$ cat src/rtl/core/msld_pkg.sv
// shared constants for the multi-slot limit switch debounce block
package msld_pkg;

  localparam int SLOTS_DEF   = 8;
  localparam int MASK_W      = 8;
  localparam int TIME_W      = 16;
  localparam int PHASE_W     = 2;
  localparam int DATA_W      = 3 * MASK_W;
  localparam int APB_DW      = 32;
  localparam int APB_AW      = 4;

  localparam logic [PHASE_W-1:0] PH_CLOSED      = 2'd0;
  localparam logic [PHASE_W-1:0] PH_WAIT_IDLE   = 2'd1;
  localparam logic [PHASE_W-1:0] PH_WAIT_ACTIVE = 2'd2;

  localparam logic [1:0] REG_ACTIVE_LEVELS  = 2'd0;
  localparam logic [1:0] REG_REVERSE_MASK   = 2'd1;
  localparam logic [1:0] REG_TICK_PERIOD_US = 2'd2;
  localparam logic [1:0] REG_STABLE_TIME_US = 2'd3;

  localparam logic [TIME_W-1:0] TICK_PERIOD_RST = 16'd100;
  localparam logic [TIME_W-1:0] STABLE_TIME_RST = 16'd1000;
  localparam logic [TIME_W-1:0] TIME_MAX        = 16'hFFFF;

  typedef struct packed {
    logic [PHASE_W-1:0] phase;
    logic [TIME_W-1:0]  stable;
  } slot_t;

endpackage

$ cat src/rtl/core/multi_slot_limit_debounce.sv
// multi-slot limit switch debounce: top level with per-slot state memory
// One input item is one scan-timer tick; it yields one result item. The slot
// states live in a single-port-per-direction memory, and each tick sweeps the
// slots one per cycle (read, debounce, write back), save for the final-slot
// hold below; the next tick is accepted in the cycle the last slot is written
// back, so a tick is not taken before the previous sweep is through. A
// result waits in the output register without blocking the next tick's sweep,
// except that the final slot of a sweep holds while a previous result is still
// untaken. No clearing pass is needed after reset.
module multi_slot_limit_debounce #(
  parameter int SLOTS = msld_pkg::SLOTS_DEF
) (
  input  logic                           clk,
  input  logic                           rst,
  // s_axis_tdata: pin_levels, open_requests, close_requests
  input  logic                           s_axis_tvalid,
  output logic                           s_axis_tready,
  input  logic [msld_pkg::DATA_W-1:0]    s_axis_tdata,
  // m_axis_tdata: trigger_mask, armed_mask, waiting_mask
  output logic                           m_axis_tvalid,
  input  logic                           m_axis_tready,
  output logic [msld_pkg::DATA_W-1:0]    m_axis_tdata,
  input  logic                           psel,
  input  logic                           penable,
  input  logic                           pwrite,
  input  logic [msld_pkg::APB_AW-1:0]    paddr,
  input  logic [msld_pkg::APB_DW-1:0]    pwdata,
  output logic [msld_pkg::APB_DW-1:0]    prdata,
  output logic                           pready
);
  import msld_pkg::*;

  localparam int IDX_W = (SLOTS > 1) ? $clog2(SLOTS) : 1;
  localparam logic [IDX_W-1:0] LAST_IDX = IDX_W'(SLOTS - 1);

  // configuration registers
  logic [MASK_W-1:0] active_levels;
  logic [MASK_W-1:0] reverse_mask;
  logic [TIME_W-1:0] tick_period_us;
  logic [TIME_W-1:0] stable_time_us;

  // current tick
  logic [MASK_W-1:0] pin_levels;
  logic [MASK_W-1:0] open_requests;
  logic [MASK_W-1:0] close_requests;

  // state memory
  slot_t             mem [SLOTS];
  logic [SLOTS-1:0]  mem_vld;
  slot_t             rdata;
  logic              rdata_vld;

  logic              rd_act;
  logic [IDX_W-1:0]  rd_idx;
  logic              b_vld;
  logic [IDX_W-1:0]  b_idx;
  logic              b_last;
  logic              adv;
  logic              accept;

  logic [SLOTS-1:0]  trig_acc, armed_acc, wait_acc;
  logic [SLOTS-1:0]  trig_next, armed_next, wait_next;

  logic              out_vld;
  logic [MASK_W-1:0] out_trig, out_armed, out_wait;

  // per-slot views of the masks
  logic [SLOTS-1:0]  pin_w, open_w, close_w, act_w, rev_w;
  slot_t             cur;
  slot_t             upd;
  logic              at_active;
  logic              fire;
  logic [TIME_W:0]   sum;

  assign pready = 1'b1;

  always_comb begin
    unique case (paddr[3:2])
      REG_ACTIVE_LEVELS:  prdata = APB_DW'(active_levels);
      REG_REVERSE_MASK:   prdata = APB_DW'(reverse_mask);
      REG_TICK_PERIOD_US: prdata = APB_DW'(tick_period_us);
      REG_STABLE_TIME_US: prdata = APB_DW'(stable_time_us);
      default:            prdata = '0;
    endcase
  end

  always_ff @(posedge clk) begin
    if (rst) begin
      active_levels  <= '0;
      reverse_mask   <= '0;
      tick_period_us <= TICK_PERIOD_RST;
      stable_time_us <= STABLE_TIME_RST;
    end else if (psel && penable && pwrite) begin
      unique case (paddr[3:2])
        REG_ACTIVE_LEVELS:  active_levels  <= pwdata[MASK_W-1:0];
        REG_REVERSE_MASK:   reverse_mask   <= pwdata[MASK_W-1:0];
        REG_TICK_PERIOD_US: tick_period_us <= pwdata[TIME_W-1:0];
        REG_STABLE_TIME_US: stable_time_us <= pwdata[TIME_W-1:0];
        default: ;
      endcase
    end
  end

  assign b_last        = (b_idx == LAST_IDX);
  assign adv           = !(b_vld && b_last && out_vld && !m_axis_tready);
  assign s_axis_tready = !rd_act && (!b_vld || (b_last && adv));
  assign accept        = s_axis_tvalid && s_axis_tready;

  // sweep control
  always_ff @(posedge clk) begin
    if (rst) begin
      rd_act <= 1'b0;
      rd_idx <= '0;
      b_vld  <= 1'b0;
      b_idx  <= '0;
    end else begin
      if (accept) begin
        rd_act <= 1'b1;
        rd_idx <= '0;
      end else if (rd_act) begin
        if (rd_idx == LAST_IDX) begin
          rd_act <= 1'b0;
        end else begin
          rd_idx <= rd_idx + IDX_W'(1);
        end
      end
      if (adv) begin
        b_vld <= rd_act;
        b_idx <= rd_idx;
      end
    end
  end

  always_ff @(posedge clk) begin
    if (accept) begin
      pin_levels     <= s_axis_tdata[MASK_W-1:0];
      open_requests  <= s_axis_tdata[2*MASK_W-1:MASK_W];
      close_requests <= s_axis_tdata[3*MASK_W-1:2*MASK_W];
    end
  end

  // memory read port
  always_ff @(posedge clk) begin
    if (rd_act) begin
      rdata     <= mem[rd_idx];
      rdata_vld <= mem_vld[rd_idx];
    end
  end

  // memory write port
  always_ff @(posedge clk) begin
    if (b_vld && adv) begin
      mem[b_idx] <= upd;
    end
  end

  always_ff @(posedge clk) begin
    if (rst) begin
      mem_vld <= '0;
    end else if (b_vld && adv) begin
      mem_vld[b_idx] <= 1'b1;
    end
  end

  // debounce of one slot
  always_comb begin
    pin_w   = SLOTS'(pin_levels);
    open_w  = SLOTS'(open_requests);
    close_w = SLOTS'(close_requests);
    act_w   = SLOTS'(active_levels);
    rev_w   = SLOTS'(reverse_mask);

    cur       = rdata_vld ? rdata : '0;
    upd       = cur;
    fire      = 1'b0;
    sum       = '0;
    at_active = (pin_w[b_idx] == act_w[b_idx]);

    if (open_w[b_idx]) begin
      upd.stable = '0;
      upd.phase  = (at_active ^ rev_w[b_idx]) ? PH_WAIT_ACTIVE : PH_WAIT_IDLE;
    end
    if (close_w[b_idx]) begin
      upd.phase  = PH_CLOSED;
      upd.stable = '0;
    end

    if (upd.phase == PH_WAIT_IDLE || upd.phase == PH_WAIT_ACTIVE) begin
      if (at_active == (upd.phase == PH_WAIT_ACTIVE)) begin
        sum        = {1'b0, upd.stable} + {1'b0, tick_period_us};
        upd.stable = sum[TIME_W] ? TIME_MAX : sum[TIME_W-1:0];
      end else begin
        upd.stable = '0;
      end
      if (upd.stable >= stable_time_us) begin
        upd.stable = '0;
        if (upd.phase == PH_WAIT_IDLE) begin
          upd.phase = PH_WAIT_ACTIVE;
        end else begin
          upd.phase = PH_CLOSED;
          fire      = 1'b1;
        end
      end
    end else begin
      upd.phase = PH_CLOSED;
    end

    trig_next  = (b_idx == '0) ? '0 : trig_acc;
    armed_next = (b_idx == '0) ? '0 : armed_acc;
    wait_next  = (b_idx == '0) ? '0 : wait_acc;
    trig_next[b_idx]  = fire;
    armed_next[b_idx] = (upd.phase != PH_CLOSED);
    wait_next[b_idx]  = (upd.phase == PH_WAIT_ACTIVE);
  end

  always_ff @(posedge clk) begin
    if (b_vld && adv) begin
      trig_acc  <= trig_next;
      armed_acc <= armed_next;
      wait_acc  <= wait_next;
    end
  end

  // result register
  always_ff @(posedge clk) begin
    if (rst) begin
      out_vld <= 1'b0;
    end else if (b_vld && b_last && adv) begin
      out_vld <= 1'b1;
    end else if (m_axis_tvalid && m_axis_tready) begin
      out_vld <= 1'b0;
    end
  end

  always_ff @(posedge clk) begin
    if (b_vld && b_last && adv) begin
      out_trig  <= MASK_W'(trig_next);
      out_armed <= MASK_W'(armed_next);
      out_wait  <= MASK_W'(wait_next);
    end
  end

  assign m_axis_tvalid = out_vld;
  assign m_axis_tdata  = {out_wait, out_armed, out_trig};

endmodule
$ cat config.mk
export PLATFORM = sky130hd
export DESIGN_NAME = multi_slot_limit_debounce
export DESIGN_NICKNAME = d
export VERILOG_FILES = /design/src/rtl/core/msld_pkg.sv /design/src/rtl/core/multi_slot_limit_debounce.sv
export SDC_FILE = /design/constraint.sdc
export NUM_CORES = 1
export LEC_CHECK = 0
export BUFFER_PORTS_ARGS = -buffer_cell sky130_fd_sc_hd__buf_2
export CORE_UTILIZATION = 44
export DETAILED_ROUTE_END_ITERATION = 8
export PLACE_DENSITY = 0.68
export SYNTH_ARGS = -nofsm -noshare
export SYNTH_HDL_FRONTEND = slang
export SYNTH_SLANG_ARGS = --single-unit
$ cat constraint.sdc
create_clock -name clk -period 7.68 [get_ports clk]
set_input_delay 1.152 -clock clk [delete_from_list [all_inputs] [get_ports clk]]
set_output_delay 1.152 -clock clk [all_outputs]
set_load 0.005 [all_outputs]
==> reports/metrics.cfg <==
[run_status]
status = complete, no violations

[critical_path]
r2r_cells = 24
cp_cell_sequence = mux2_2, a221oi_1, o22ai_1, nor2_1, buf_4, and2_1, ha_1, fa_1, a21o_1, a21oi_1, o21bai_1, a31oi_1, o21ai_0, buf_4, nor2_1, nor2_1, ha_1, a21oi_1, o21ai_0, a221o_1, a21o_1, a32o_1, nor2_2, o21ai_0
end_kind = register
startpoint_type = register
cp.arrival_ps = 7260
cp_slowest_cell = dfxtp_1
regToRegStartpoint = b_idx[0]
crit_start = b_idx[0]
critPathKind = register to register
worst-endpoint-required_ps = 7940
slowest_delay_ps = 740
cp_max_fo = 17

[route]
drtIter0Drc = 792
drt_pass1_iterations = 5
num_vias = 8292
avgRoutedWirePerCell_um = 19.0
postRouteAntennaNets = 0
viasPerCell = 5.43
drt_wl_total_um = 29000
route.detailed.drc = 0

[global_route]
antenna_found_initial = 0
grt-ovfl-total = 0
grt_pass1_wl_um = 45500
use_met2_pct = 31.1
track_usage_pct = 18.8
grt_max_degree = 66
grt_use_met3_pct = 2.79
busiest_layer = met2
grt_pass1_vias = 8219
grt.met1_usage_pct = 26.1

[synth]
syn-cell-area_sq_um = 13500
synthMuxAreaShare_pct = 12.8
yosys.area.top_type = edfxtp_1
synth-main-ff-cell = edfxtp_1
synth_top_area_share_pct = 52.4
synth_cell_types = 58
synth_commonest_cells = 235 x edfxtp_1, 94 x nand2_1, 82 x nor2_1
async_flop_share_pct = 0
synthAdderAreaFrac_pct = 3.49
synth_top_family_by_area = multiplexers
synth-simple-area-share_pct = 9.88
synth_compound_area_share_pct = 7.44
yosys_warnings = 0
synth_seq_area_share_pct = 62.1
synth.area.top_cells = edfxtp_1 52%, dfxtp_1 9.7%, mux4_2 8.5%, ha_1 3.3%, nand2_1 2.6%
synth_edf_count = 235
synth-seq-cells = 300
synth_most_common_cell = edfxtp_1
yosys.area_share.xor_xnor_pct = 1.24
syn_avg_cell_area_sq_um = 13.5
postSynthCellCount = 995

[placed_design]
hpwlAfterDp_um = 19000
dpl_worst_slack_ps = 746
place.port_buffers = 90
gp_congestion = 0.866

[cells_and_area]
fin_nets = 1216
area_growth_pct = 15.8
fill_cells = 2484
drive_gt1_share_pct = 24.8
diodes = 0

[die]
fp-row-count = 63
initial_core_util_pct = 45.1
die_x_um = 177
fp.coreArea_sq_um = 29900
chipHeight_um = 177
fp.dieArea_sq_um = 31300
io_pins = 126

[clocking]
clock_latency_ps = 550
cts.root.buffer_cell = clkbuf_16
cts_tree = yes
hold_buffers = 0
h-tree-depth = 1
cts_buffers = 30
numClockSinks = 300
post_cts_buffers = 0
clkTransAtPathRegs_ps = 70
clk_path_buf_depth = 3
cts.repair.resized = 0

[timing]
setup_viol_count_final = 0
max-slew-margin-rel_pct = 19.9
tns_ps = 0
final.period_utilization_pct = 91.1
fin_skew_ps = 8.52
drv_slew = 0
period_minus_slack_ps = 7000
hold_violations = 0
max_slew.worst_pin.slew_ps = 1200
rsz0062_at_grt = no
timing.final.ws_setup_ps = 680
max_freq_mhz = 143

[min_path]
min_path_type = register to register
holdPathStages = 2
min-delay-start = tick_period_us[13]

[power_and_ir_drop]
power_density_nw_per_um2 = 236
p_leak_nw = 5.66
ir_worst_vdd_v = 0.000157

[job]
drv_cap = 0

==> worst max-delay path, delay by kind of cell (launching register included) <==
family	cells	cell delay, ps
adder cells (fa/ha/maj)	3	900
flip-flops	1	740
AND/OR/NAND/NOR	5	950
buffers and inverters	2	470
AO/OA/AOI/OAI	13	3380
multiplexers	1	280
==> per-layer routing <==
layer	part of all wire, %	vias up
met5	0	-
met4	1.4	0
met3	5.6	30
met2	48	228
met1	45	4105
li1	-	3929
==> state kept, by name, indices dropped and copies added, names as in the netlist, 16 cells and up <==
name            cells
mem               144
rdata              18
stable_time_us     16
tick_period_us     16
==> metrics by stage <==
| step | total power [mW] | std cells | cell area [sq um] | hold slack, ps | util (%) |
|---|---|---|---|---|---|
| after global routing | 3.80 | 1526 | 15600 | 499 | 52.2 |
| after floorplan | 2.03 | 1010 | 13500 | 435 | - |
| final | 3.68 | 1526 | 15600 | 480 | 52.2 |
| after CTS | 3.71 | 1526 | 15600 | 479 | 52.2 |
| after detailed placement | 2.13 | 1470 | 14500 | 466 | 48.5 |
| after global placement | 2.12 | 1470 | 14500 | 447 | 48.5 |
==> layout make-up <==
type | instances | area (sq um) | area share (%)
clock buffers | 35 | 791 | 5.07
clock inverters | 21 | 300 | 1.93
inverters | 24 | 90.1 | 0.578
multi-input cells | 623 | 4780 | 30.7
flip-flops and latches | 300 | 8360 | 53.6
well taps | 390 | 488 | 3.13
repair buffers | 133 | 773 | 4.96
==> final timing paths <==
kind / end / slack, ps
setup / recovery: out_armed[5] / 680
hold / removal: tick_period_us[13] / 480
setup reg to reg: out_armed[5] / 680
hold reg to reg: tick_period_us[13] / 480
==> logic make-up (layout without fill, tap and decap cells) <==
family,count (synthesis),after routing
compound gates,160,160
xor+xnor,19,19
fa+ha+maj,37,37
buf+inv,87,213
flops,300,300
mux,105,105
other cells,2,17
simple gates,285,285
==> report_power, final <==
group	switching, mW	internal, mW
sequential	0.0152	1.80
clock	0.616	0.975
combinational	0.167	0.113
==> placed cells by master, fill, tap and decap left out, drive strengths merged, types with 3 or more instances in the layout <==
cell,Yosys,final
clkinvlp,0,5
a21oi,58,58
mux2i,32,32
inv,24,25
dfxtp,65,65
mux4,51,51
nand3b,10,10
o2bb2ai,7,7
nor3,13,13
o21ai,38,38
nand2b,6,6
clkbuf,37,35
clkinv,0,8
and2,20,20
bufinv,0,7
edfxtp,235,235
nand2,94,94
a31oi,5,5
o211ai,9,9
a211oi,9,9
and3b,3,3
and3,4,4
nor2b,18,18
or2,3,3
mux2,22,22
a21o,11,11
nor2,83,83
buf,26,133
o31ai,3,3
and4,3,3
conb,2,17
xnor2,18,18
ha,36,36
o21a,4,4
nand3,24,24
Note: power is estimated with default switching activity, not from simulation.
